===== config.mk =====
export PLATFORM = sky130hd
export DESIGN_NAME = hcbp_packer
export DESIGN_NICKNAME = d
export VERILOG_FILES = /design/src/hw/rtl/hcbp_pkg.sv /design/src/hw/rtl/hcbp_packer.sv
export SDC_FILE = /design/constraint.sdc
export NUM_CORES = 1
export LEC_CHECK = 0
export BUFFER_PORTS_ARGS = -buffer_cell sky130_fd_sc_hd__buf_2
export CORE_UTILIZATION = 29
export DETAILED_ROUTE_END_ITERATION = 7
export PLACE_DENSITY = 0.53
export SYNTH_ARGS = -nofsm -noshare
export SYNTH_HDL_FRONTEND = slang
export SYNTH_SLANG_ARGS = --single-unit

===== constraint.sdc =====
create_clock -name clk -period 7.4 [get_ports clk]
set_input_delay 0 -clock clk [delete_from_list [all_inputs] [get_ports clk]]
set_output_delay 0 -clock clk [all_outputs]
set_load 0.03 [all_outputs]

===== src/hw/rtl/hcbp_pkg.sv =====
package hcbp_pkg;

	localparam int BYTE_BITS = 8;

	localparam logic [1:0] OP_LOAD   = 2'd0;
	localparam logic [1:0] OP_ENCODE = 2'd1;
	localparam logic [1:0] OP_FLUSH  = 2'd2;

	localparam logic KIND_DATA = 1'b0;
	localparam logic KIND_END  = 1'b1;

	// control bits handed from the table stage to the packer
	typedef struct packed {
		logic valid;
		logic encode;
		logic flush;
	} stage_ctl_t;

endpackage


===== src/hw/rtl/hcbp_packer.sv =====
module hcbp_packer
	import hcbp_pkg::*;
#(
	parameter int CODE_W = 32,
	parameter int LEN_W  = 6
) (
	input  logic              clk,
	input  logic              arst_n,
	input  stage_ctl_t        ctl_s1,
	input  logic [CODE_W-1:0] word_s1,
	input  logic [LEN_W-1:0]  len_s1,
	output logic              take,
	output logic              out_valid,
	input  logic              out_stall,
	output logic              kind,
	output logic [7:0]        byte_value,
	output logic [2:0]        pad_bits,
	output logic              last
);

	localparam int ACC_W = CODE_W + BYTE_BITS - 1;
	localparam int CNT_W = $clog2(ACC_W + 1);

	logic [ACC_W-1:0] acc_q;
	logic [CNT_W-1:0] total_q;
	logic             rep_q;
	logic [2:0]       rep_pad_q;

	logic             out_free;
	logic             has_byte;
	logic             emit_data;
	logic             emit_rep;
	logic [CNT_W-1:0] rem;
	logic [CNT_W-1:0] after_byte;
	logic [3:0]       pad_calc;
	logic [2:0]       pad_new;
	logic [7:0]       data_byte;
	logic             data_last;

	assign out_free   = !out_valid || !out_stall;
	assign has_byte   = total_q >= CNT_W'(BYTE_BITS);
	assign emit_data  = has_byte && out_free;
	assign emit_rep   = !has_byte && rep_q && out_free;
	assign after_byte = total_q - CNT_W'(BYTE_BITS);
	assign rem        = emit_data ? after_byte : total_q;
	assign take       = ctl_s1.valid && (rem < CNT_W'(BYTE_BITS)) && (!rep_q || emit_rep);

	assign pad_calc  = 4'(BYTE_BITS) - {1'b0, rem[2:0]};
	assign pad_new   = pad_calc[2:0];
	assign data_byte = 8'(acc_q >> after_byte);
	assign data_last = (after_byte < CNT_W'(BYTE_BITS)) && !rep_q;

	always_ff @(posedge clk) begin
		if (take && ctl_s1.encode) begin
			acc_q <= ACC_W'(acc_q << len_s1) | ACC_W'(word_s1);
		end else if (take && ctl_s1.flush) begin
			acc_q <= ACC_W'(acc_q << pad_new);
		end
	end

	always_ff @(posedge clk or negedge arst_n) begin
		if (!arst_n) begin
			total_q   <= '0;
			rep_q     <= 1'b0;
			rep_pad_q <= '0;
		end else begin
			if (take && ctl_s1.encode) begin
				total_q <= rem + CNT_W'(len_s1);
			end else if (take && ctl_s1.flush) begin
				total_q <= rem + CNT_W'(pad_new);
			end else begin
				total_q <= rem;
			end
			if (take && ctl_s1.flush) begin
				rep_q     <= 1'b1;
				rep_pad_q <= pad_new;
			end else if (emit_rep) begin
				rep_q <= 1'b0;
			end
		end
	end

	always_ff @(posedge clk or negedge arst_n) begin
		if (!arst_n) begin
			out_valid <= 1'b0;
		end else if (emit_data || emit_rep) begin
			out_valid <= 1'b1;
		end else if (!out_stall) begin
			out_valid <= 1'b0;
		end
	end

	always_ff @(posedge clk) begin
		if (emit_data) begin
			kind       <= KIND_DATA;
			byte_value <= data_byte;
			pad_bits   <= '0;
			last       <= data_last;
		end else if (emit_rep) begin
			kind       <= KIND_END;
			byte_value <= '0;
			pad_bits   <= rep_pad_q;
			last       <= 1'b1;
		end
	end

endmodule


# --- Word-level counts from Yosys, hierarchy flattened ---
# Index checks and enable logic that the tools add are counted.
# W data, S select, Z words.
totals:
  regBits: 63
  latch_bits: 0
  ramBits: 0
  mem_bits_ro: 0
  input_bits: 44
  elab_cells: 52
  memories: 0
op_classes:
  addsub: 4
  n_mul: 0
  n_div: 0
  n_lt_le_gt_ge: 3
  eq_ne: 1
  n_shift: 3
  muxes: 13
  bitwise: 1
  n_reduce_logical: 18
op_table:
  columns: ["operator", "count"]
  rows:
  - ["$mux W39", 2]
  - ["$or A39 B32 Y39", 1]
  - ["$shl A39 B3 Y39", 1]
  - ["$shl A39 B6 Y39", 1]
  - ["$shr A39 B6 Y8", 1]
  - ["$mux W6", 3]
  - ["$mux W8", 2]
  - ["$lt A6 B4 Y1 const B", 2]
  - ["$logic_and A1 B1 Y1", 8]
  - ["$add A6 B3 Y6", 1]
  - ["$add A6 B6 Y6", 1]
  - ["$ge A6 B4 Y1 const B", 1]
  - ["$mux W1", 6]
  - ["$reduce_bool A2 Y1", 3]
  - ["$sub A6 B4 Y6 const B", 1]
  - ["$logic_not A1 Y1", 4]
  - ["$logic_or A1 B1 Y1", 3]
  - ["$sub A1 B3 Y3 const A", 1]
  - ["$ne A2 B1 Y1 const B", 1]

# --- Logic depth before layout (Yosys ltp) ---
# Gate-level depths: netlist of run 1.
depth:
  word_depth: 10
  mapped_depth: 13
  mapped_depth_nobuf: 11

# --- Worst setup path before layout of run 1 ---
# OpenSTA, ideal clock, no wires.
synth_timing:
  path_type: "reg2reg"
  startpoint: "register total_q[0]"
  endpoint: "register acc_q[37] (enable)"
  setup_ps: 376
  t_arrival_ps: 3308
  required_time_ps: 7024
  slack_ps: 3716
  stages_incl_launch_ff: 13
  path_buffers: 6
  period_less_slack_ps: 3684
  cell_sequence: "dfrtp_1 > buf_2 > buf_4 > buf_4 > clkinv_1 > clkbuf_1 > ha_1 > buf_1 > clkbuf_1 > nor2_1 > nand2_1 > a21oi_1 > a2111oi_0"
synth_between:
  elab_chain_len: 8
  word_cells_on_any_way: 14
  classes_between: "add/sub (1); order compare (2); mux (1); reduce/logical (10)"
synth_rtl:
  columns: ["element", "line", "text"]
  rows:
  - ["start: declaration", "hcbp_packer.sv:25", "logic [CNT_W-1:0] total_q;"]
  - ["start signal: assignment", "hcbp_packer.sv:68", "total_q <= rem + CNT_W'(len_s1);"]
  - ["start signal: assignment", "hcbp_packer.sv:70", "total_q <= rem + CNT_W'(pad_new);"]
  - ["start signal: assignment", "hcbp_packer.sv:72", "total_q <= rem;"]
  - ["$ge A6 B4 Y1", "hcbp_packer.sv:41", "assign has_byte = total_q >= CNT_W'(BYTE_BITS);"]
  - ["$logic_and A1 B1 Y1 / $logic_not A1 Y1 (equally long branches)", "hcbp_packer.sv:42, hcbp_packer.sv:43", null]
  - ["$mux W6 / $logic_and A1 B1 Y1 (equally long branches)", "hcbp_packer.sv:45, hcbp_packer.sv:43", null]
  - ["$lt A6 B4 Y1 / $logic_and A1 B1 Y1 (equally long branches)", "hcbp_packer.sv:46, hcbp_packer.sv:43", null]
  - ["$logic_and A1 B1 Y1 / $logic_or A1 B1 Y1 (equally long branches)", "hcbp_packer.sv:46", "assign take = ctl_s1.valid && (rem < CNT_W'(BYTE_BITS)) && (!rep_q || emit_rep);"]
  - ["$logic_and A1 B1 Y1 (*)", "hcbp_packer.sv:46", null]
  - ["$logic_and A1 B1 Y1, on equally long branches", "hcbp_packer.sv:54, hcbp_packer.sv:56", null]
  - ["$reduce_bool A2 Y1 (no line) (*)", null, null]
  - ["end signal: assignment", "hcbp_packer.sv:55", "acc_q <= ACC_W'(acc_q << len_s1) | ACC_W'(word_s1);"]
  - ["end signal: assignment", "hcbp_packer.sv:57", "acc_q <= ACC_W'(acc_q << pad_new);"]
  - ["end: declaration", "hcbp_packer.sv:24", "logic [ACC_W-1:0] acc_q;"]
# Mark *: on every way between the ends. The rest lies on a longest branch, timed or not.
# A chain may end at the register's enable or synchronous reset.

# --- Worst setup path after layout of run 1 ---
layout_timing:
  startpoint: "register total_q[3]"
  endpoint: "register acc_q[36] (enable)"
# The elaborated chain is that of the path after synthesis.

==> impl_metrics.yaml, run 1 <==
min_path:
  holdPathStages: 3
  hp-class: "input pin to register"
clocking:
  clk_pin_slew_ns: 0.06
  clock_latency_ns: 0.34
  cts_sinks: 63
  cts_tree: "yes"
  htree_levels: 3
  cts-root-buf: "clkbuf_16"
  numCtsBuffers: 9
  clockBufferDepth: 2
  cts_resized: 0
cells_and_area:
  layout-area-overhead-vs-synth_pct: 7.40
  n_antenna_cell: 0
  fillers: 3003
  nets: 889
  finish.utilization_pct: 32.0
  drive_above_1_share_pct: 26.2
die:
  start_util_pct: 29.8
  core_mm2: 0.0290
  fp.dieH_um: 175
  top_level_ports: 59
  rows: 62
  die_area_mm2: 0.0305
  chipWidth_um: 175
detailed_routing:
  wl_per_cell_um: 26.8
  dr.pass1.iters: 7
  routed_via_density: 6.41
  route.detailed.drc: 0
  drt_iter0_drc: 1148
  vias: 7842
  ant_nets: 0
  drt-total-wl_mm: 32.8
synthesis:
  syn_area_mm2: 0.00866
  async_flop_share_pct: 17.5
  yosys_warnings: 0
  synthDistinctLibCells: 78
  syn_inst: 863
  syn_avg_cell_area_um2: 10.0
  ys_seq_area_share_pct: 20.8
  syn_nets: 918
  synth-seq-cells: 63
  ys.flop_type: "edfxtp_1"
  synth_edf_count: 48
worst_setup_path:
  crit_fanout: 37
  critPathLaunchType: "register"
  crit_arrival_ns: 4.44
  end_kind: "register"
  crit_required_ns: 7.37
  critPathKind: "register to register"
  r2r_cells: 8
placement:
  dpl.hpwl_mm: 22.9
  gp_congestion: 0.924
  port_buffers: 58
grt:
  antenna_found_initial: 1
  grtUsageMet2_pct: 33.4
  grt_pass1_vias: 7515
  grt_use_total_pct: 21.5
  met1_usage_pct: 28.8
  grtUsageMet3_pct: 4.05
  grt_max_degree: 58
  busiest_layer: "met2"
  overflow: 0
  grt_pass1_wl_mm: 49.1
timing:
  tightest_slew_ns: 1.18
  hold_viol_final: 0
  timing.final.crit_period_ns: 4.47
  setup_tns_ns: 0
  finalCritPeriodShare_pct: 60.4
  drv_slew: 0
  relSlewSlack_pct: 21.4
  max_freq_mhz: 224
  skew_ns: 0.00618
  rsz0062_at_grt: "no"
  setup-violations-final: 0
power:
  p_leak_uw: 0.00350
  ir_drop_mv: 0.222
  power.density_mw_per_mm2: 483
job:
  drv_cap: 0
outcome:
  status: "completed"
## per-layer routing
metal  vias to the layer above  wire length (um)
met1                      3882             12900
met2                       546             15200
met4                         0              1360
li1                       3336                 -
met3                        78              3220
met5                         -                 0
## cells in the mapped netlist, drive strengths merged, types with 4 or more instances
library cell,instances,area [um^2]
mux2i,113,1130
mux4,96,2180
nor2,71,269
clkbuf,62,244
nand2,61,229
a21oi,55,275
buf,51,319
edfxtp,48,1440
mux2,32,360
a31oi,28,175
nand3,23,115
o21ai,20,100
o22ai,17,106
inv,14,52.6
dfrtp,11,275
ha,10,125
nor2b,9,56.3
a211oi,8,60.1
a221oi,8,76.3
nand2b,8,50.1
nor3,8,51.3
a22oi,7,52.6
and2,7,43.8
nand4,7,43.8
a22o,6,52.6
a21o,5,37.5
o211ai,5,37.5
xor2,5,43.8
a2111oi,4,47.6
and3,4,25.0
clkinv,4,15.0
dfxtp,4,80.1
o221ai,4,35.0
o32ai,4,53.8
## placed cells by master (no fill, tap or decap), drive strengths merged, types with 17 or more instances in the layout
master,instances
edfxtp,48
nor2,71
nand3,23
a31oi,28
nand2,61
mux4,96
o22ai,17
mux2,32
mux2i,113
a21oi,55
o21ai,20
buf,71
## state kept, by name (all words and copies together), names as in the netlist
signal      flops
out_valid       1
rep_pad_q       3
byte_value      8
total_q         6
kind            1
rep_q           1
last            1
acc_q          39
pad_bits        3
## metrics by stage
step / hold WS [ns] / std cells / worst slack (ns) / instance area (um^2) / total power (uW)
floorplan: -0.296 / 863 / 3.72 / 8660 / 3220
global placement: -0.104 / 1205 / 3.07 / 8970 / 3960
detailed placement: -0.107 / 1205 / 2.97 / 8970 / 3980
CTS: 0.0162 / 1223 / 2.96 / 9300 / 4440
global route: 0.0335 / 1223 / 2.63 / 9300 / 4750
finish: 0.0131 / 1223 / 2.93 / 9300 / 4490
## layout make-up
cell class                 instances  area [um^2]  area share [%]
multi-input combinational        669         6230            67.0
sequential                        63         1800            19.4
tap                              384          480            5.17
timing repair buffer              73          410            4.41
clock buffer                      11          233            2.50
clock inverter                     5         72.6           0.781
inverter                          18         67.6           0.727
## final timing paths
| kind | from | endpoint | slack, ns |
|---|---|---|---|
| min in group asynchronous | arst_n | total_q[0] | 0.08 |
| setup reg to reg | total_q[3] | acc_q[36] | 2.93 |
| hold reg to reg | pad_bits[0] | pad_bits[0] | 0.48 |
| max in group asynchronous | arst_n | total_q[0] | 7.08 |
| hold / removal | word_s1[5] | acc_q[5] | 0.01 |
| setup / recovery | total_q[3] | acc_q[36] | 2.93 |
## power breakdown
group	internal, uW	switching, uW	total (uW)
Combinational	1350	1570	2920
Sequential	651	470	1120
Clock	292	161	453
## cell families after synthesis
logic type	share of synthesized area (%)
xor+xnor	0.810
compound gates	15.4
fa+ha+maj	1.68
simple gates	11.6
buf+inv	7.29
mux	42.5
flops	20.8
## critical path, cell delays in order (launching register included)
cell and delay (ns):
dfrtp_1 0.74, inv_1 0.23, ha_1 0.74, and2_0 0.38, mux2i_1 0.21, o32ai_4 0.74, nand3_1 0.41, nand2_1 0.16
buf_4 0.44
## what timing repair did
| item | 4_1_cts | 5_1_grt |
|---|---|---|
| hold buffers | 2 | 0 |
| endpoints found under the setup margin | 0 | 0 |
| endpoints found under the hold margin | 12 | 0 |
| buffers inserted | 0 | 0 |
Note: power is estimated with default switching activity, not from simulation.
==> run 2, diff against run 1 <==
Settings changed: PLACE_DENSITY 0.53 to 0.55.
Clock period 7.4 ns to 4 ns, I/O delays scaled along.
==> run 2 against run 1 <==
Via count increased by 0.32%. Routed wire length decreased by 1.6%. Core utilization rose by 0.28 points. Clock skew rose by 0.0029 ns. Worst setup slack worse by 2.1 ns.
==> impl_metrics.yaml, run 2 (synthesis gave the netlist of run 1 again) <==
outcome:
  status: "completed"
cells_and_area:
  largest_reg_flops: 39
  layoutNonFillerInstCount: 1238
  n_antenna_cell: 0
  layout-area-overhead-vs-synth_pct: 8.36
  nets: 904
  mostFrequentLayoutCells: "mux2i_1, mux4_2, nor2_1"
  reg_top3: "acc_q x39, byte_value x8, total_q x6"
  drive_above_1_share_pct: 27.9
  regMostFlops: "acc_q"
  final_common_cell: "mux2i_1"
worst_setup_path:
  crit_path_frequent_cell: "buf_4"
  r2r_cells: 9
  reg2reg_slack_ns: 0.86
  crit_path_max_incr_delay_ns: 0.46
  r2r_end: "acc_q[4]"
  crit_fanout: 37
  crit_required_ns: 3.99
  end_kind: "register"
  regToRegStartpoint: "total_q[3]"
  critPathLaunchType: "register"
  critPathKind: "register to register"
  crit_chain: "inv_1 -> ha_1 -> and2_0 -> mux2i_1 -> o32ai_4 -> buf_4 -> nand3_1 -> nand2_1 -> buf_4"
  crit_slowest_cell: "buf_4"
  crit_arrival_ns: 3.13
timing:
  skew_ns: 0.00911
  max_freq_mhz: 319
  drv_slew: 0
  finalCritPeriodShare_pct: 78.4
  setup_ws_ns: 0.864
  relSlewSlack_pct: 47.7
  rsz0062_at_grt: "no"
  setup_tns_ns: 0
  setup-violations-final: 0
  timing.final.crit_period_ns: 3.14
  hold_viol_final: 0
  tightest_slew_ns: 0.784
die:
  chipWidth_um: 175
  top_level_ports: 59
  fp.dieH_um: 175
  start_util_pct: 29.8
  die_area_mm2: 0.0305
  rows: 62
  core_mm2: 0.0290
placement:
  gp_congestion: 0.965
  port_buffers: 58
  place_inst: 1220
  dpl.hpwl_mm: 23.0
  place_ws_ns: 0.863
clocking:
  clk_pin_slew_ns: 0.06
  cts_tree: "yes"
  clock_latency_ns: 0.36
  numCtsBuffers: 9
  cts_sinks: 63
  clockBufferDepth: 2
  htree_levels: 3
  cts-root-buf: "clkbuf_16"
grt:
  grt_max_degree: 49
  grt_use_total_pct: 21.1
  overflow: 0
  antenna_found_initial: 0
  grt_pass1_vias: 7608
  grt_pass1_wl_mm: 48.7
min_path:
  holdPathStages: 3
  min_to: "acc_q[5]"
  hp-class: "input pin to register"
  min-delay-start: "word_s1[5]"
detailed_routing:
  dr.pass1.iters: 5
  drt_iter0_drc: 1034
  routed_via_density: 6.35
  ant_nets: 0
  vias: 7867
  wl_per_cell_um: 26.0
  route.detailed.drc: 0
  drt-total-wl_mm: 32.2
power:
  power.density_mw_per_mm2: 895
  p_leak_uw: 0.00355
  power.total_uw: 8390
  ir_drop_mv: 0.366
job:
  drv_cap: 0
## run 2: changes by cell type in the layout (fill, tap and decap cells not counted)
cell and delta:
clkbuf_1 -2, buf_4 +15, clkinv_4 +3, clkinv_1 -1, clkinvlp_4 +2, bufinv_16 -2
## run 2: area by class of cell
cell class                      count  area [um^2]
Timing Repair Buffer               88          523
Fill cell                        3038        19600
Sequential cell                    63         1800
Clock inverter                      7         50.0
Tap cell                          384          480
Inverter                           18         67.6
Clock buffer                        9          225
Multi-Input combinational cell    669         6230
## run 2: metal layers
| layer | up-vias | share of wire [%] | track usage, % |
|---|---|---|---|
| met5 | - | 0 | 0 |
| met4 | 0 | 4.6 | 10.8 |
| met3 | 81 | 9.5 | 3.92 |
| met2 | 500 | 45 | 31.5 |
| met1 | 3907 | 41 | 29.1 |
| li1 | 3379 | - | - |
## run 2: worst max-delay path, delay by kind of cell (launching register included)
family                     cells  cell delay [ns]
adders and majority gates      1             0.31
muxes                          1             0.22
AOI/OAI and AO/OA              1             0.28
DFF                            1             0.36
and+or+nand+nor                3             0.75
buffers and inverters          3             0.84
## run 2: how the worst max path moves through the flow
stage / startpoint / to / slack [ns] / depth (start not counted)
after global routing: total_q[3] / acc_q[14] / 0.68 / 9
after detailed placement: total_q[3] / acc_q[16] / 0.86 / 9
after CTS: total_q[3] / acc_q[16] / 0.87 / 9
after global placement: total_q[3] / acc_q[16] / 0.97 / 9
final: total_q[3] / acc_q[4] / 0.86 / 9
after floorplan: total_q[0] / acc_q[37] / 0.32 / 12
## run 2: per-stage QoR
| stage | utilization [%] | hold WS (ns) | area (um^2) |
|---|---|---|---|
| finish | 32.3 | 0.000139 | 9380 |
| global route | 32.3 | 0.0192 | 9380 |
| CTS | 32.3 | 0.000868 | 9380 |
| detailed placement | 31.3 | -0.113 | 9080 |
| global placement | 31.3 | -0.111 | 9080 |
| floorplan | - | -0.296 | 8660 |
## run 2: what timing repair did
item,in CTS,in global routing
setup buffers,0,0
endpoints found under the hold margin,12,0
hold buffers,2,0
resized for setup,0,0
## run 2: report_power, final
part	total (uW)	switching, uW	internal (uW)
sequential	1950	744	1210
combinational	5660	3090	2570
clock	782	362	420
==> run 3, diff against run 2 <==
Clock period 4 ns to 2.7 ns, I/O delays scaled along.
==> run 3 against run 2 <==
Sequential power increased by 22%. Non-clock buffer count increased by 48. Clock-buffer cell count increased by 3. Worst hold slack improved by 0.0013 ns. Fmax increased by 22%. Sequential share of layout area decreased by 1.1 points. Via count increased by 1.1%. Critical path depth decreased by 1. Combinational power increased by 67%. Critical endpoint is now acc_q[34].
==> impl_metrics.yaml, run 3 (synthesis gave the netlist of run 1 again) <==
placement:
  dpl.hpwl_mm: 23.6
  place_inst: 1265
  gp_congestion: 0.976
  place_area_mm2: 0.00955
  port_buffers: 58
timing:
  setup_tns_ns: 0
  hold_viol_final: 0
  max_freq_mhz: 389
  drv_slew: 0
  timing.final.crit_period_ns: 2.57
  finalCritPeriodShare_pct: 95.3
  setup-violations-final: 0
  hold_slack_ns: 0.00145
  relSlewSlack_pct: 58.6
  rsz0062_at_grt: "no"
  tightest_slew_ns: 0.615
  skew_ns: 0.00894
cells_and_area:
  reg_top3: "acc_q x39, byte_value x8, total_q x6"
  largest_reg_flops: 39
  final_common_cell: "mux2i_1"
  fillers: 2999
  nets: 953
  mostFrequentLayoutCells: "mux2i_1, mux4_2, nor2_1"
  layoutNonFillerInstCount: 1287
  n_antenna_cell: 0
  regMostFlops: "acc_q"
  drive_above_1_share_pct: 32.2
  layout-area-overhead-vs-synth_pct: 14.8
  stdcell_area_mm2: 0.00994
detailed_routing:
  routed_via_density: 6.18
  wl_per_cell_um: 24.5
  dr.pass1.iters: 5
  vias: 7953
  drt_iter0_drc: 1325
  route.detailed.drc: 0
  ant_nets: 0
  drt-total-wl_mm: 31.5
clocking:
  clock_latency_ns: 0.35
  cts_tree: "yes"
  numCtsBuffers: 9
  htree_levels: 3
  cts-root-buf: "clkbuf_16"
  cts_sinks: 63
  clk_pin_slew_ns: 0.06
  clockBufferDepth: 2
  post_cts_buffers: 0
worst_setup_path:
  critPathKind: "register to register"
  critPathLaunchType: "register"
  crit_fanout: 17
  crit_arrival_ns: 2.65
  reg2reg_slack_ns: 0.13
  end_kind: "register"
  crit_required_ns: 2.77
grt:
  grtUsageMet3_pct: 4.42
  grt_pass1_wl_mm: 48.3
  antenna_found_initial: 0
  grt_max_degree: 71
  grt_use_total_pct: 20.7
  grtUsageMet2_pct: 30.8
  busiest_layer: "met2"
  met1_usage_pct: 29.5
  overflow: 0
  grt_pass1_vias: 7721
power:
  p_leak_uw: 0.00385
  pwr-share-clk_pct: 9.4
  p_int_uw: 6710
  seqPwrFrac_pct: 18.2
  power.density_mw_per_mm2: 1320
  power.total_uw: 13100
  switching_share_pct: 48.7
  pwr-share-comb_pct: 72.4
  power_switching_uw: 6360
  ir_drop_mv: 0.548
die:
  die_area_mm2: 0.0305
  core_mm2: 0.0290
  fp.dieH_um: 175
  chipWidth_um: 175
  rows: 62
  top_level_ports: 59
  start_util_pct: 29.8
min_path:
  hp-class: "input pin to register"
job:
  drv_cap: 0
outcome:
  status: "completed"
==> run 3: cell count changes in the layout (fill, tap and decap cells not counted), sizes merged <==
| cell | delta |
|---|---|
| clkbuf | +3 |
| clkinv | -2 |
| buf | +45 |
| nand2 | +1 |
| clkinvlp | -1 |
| dlygate4sd3 | +3 |
==> run 3: metal layers <==
metal / vias to the layer above / share of wire [%]
li1: 3464 / -
met1: 3930 / 42
met2: 491 / 44
met3: 68 / 10
met4: 0 / 3.2
met5: - / 0
==> run 3: final cells by class <==
type                    count  area (um^2)  share of cell area [%]
multi-input cells         670         6290                    63.3
flip-flops and latches     63         1800                    18.1
repair buffers            136          991                    9.97
well taps                 384          480                    4.83
clock buffers              12          278                    2.79
inverters                  18         68.8                   0.692
clock inverters             4         26.3                   0.264
==> run 3: power by group through the flow <==
stage | sequential (uW) | combinational [uW] | clock, uW
after CTS | 2360 | 9280 | 1240
after global placement | 2360 | 9190 | 0
after detailed placement | 2380 | 9230 | 0
after floorplan | 2140 | 6810 | 0
after global routing | 2440 | 10200 | 1260
final | 2380 | 9470 | 1220
==> run 3: path summary, 6_finish.rpt <==
kind / startpoint / cells past startpoint / end
setup / recovery: total_q[0] / 8 / acc_q[34]
hold / removal: word_s1[2] / 3 / acc_q[2]
setup reg to reg: total_q[0] / 8 / acc_q[34]
hold reg to reg: pad_bits[0] / 1 / pad_bits[0]
max in group asynchronous: arst_n / 2 / total_q[0]
min in group asynchronous: arst_n / 2 / out_valid
==> run 3: timing repair <==
action,in CTS,in global routing
hold buffers,5,0
endpoints found under the setup margin,0,38
hold endpoints to repair,15,0
resized for setup,0,4
==> run 3: critical path: stages (launching register included) <==
cell and delay (ns):
dfrtp_4 0.45, clkinv_2 0.07, ha_2 0.55, buf_4 0.29
mux4_2 0.34, nor2_1 0.12, nor2_1 0.07, a31oi_1 0.30
a31oi_1 0.10
==> run 3: stage by stage <==
step / util [%] / setup slack [ns]
floorplan: - / -0.00428
global placement: 32.9 / 0.148
detailed placement: 32.9 / 0.118
CTS: 34.1 / 0.0956
global route: 34.3 / 0.0256
finish: 34.3 / 0.127
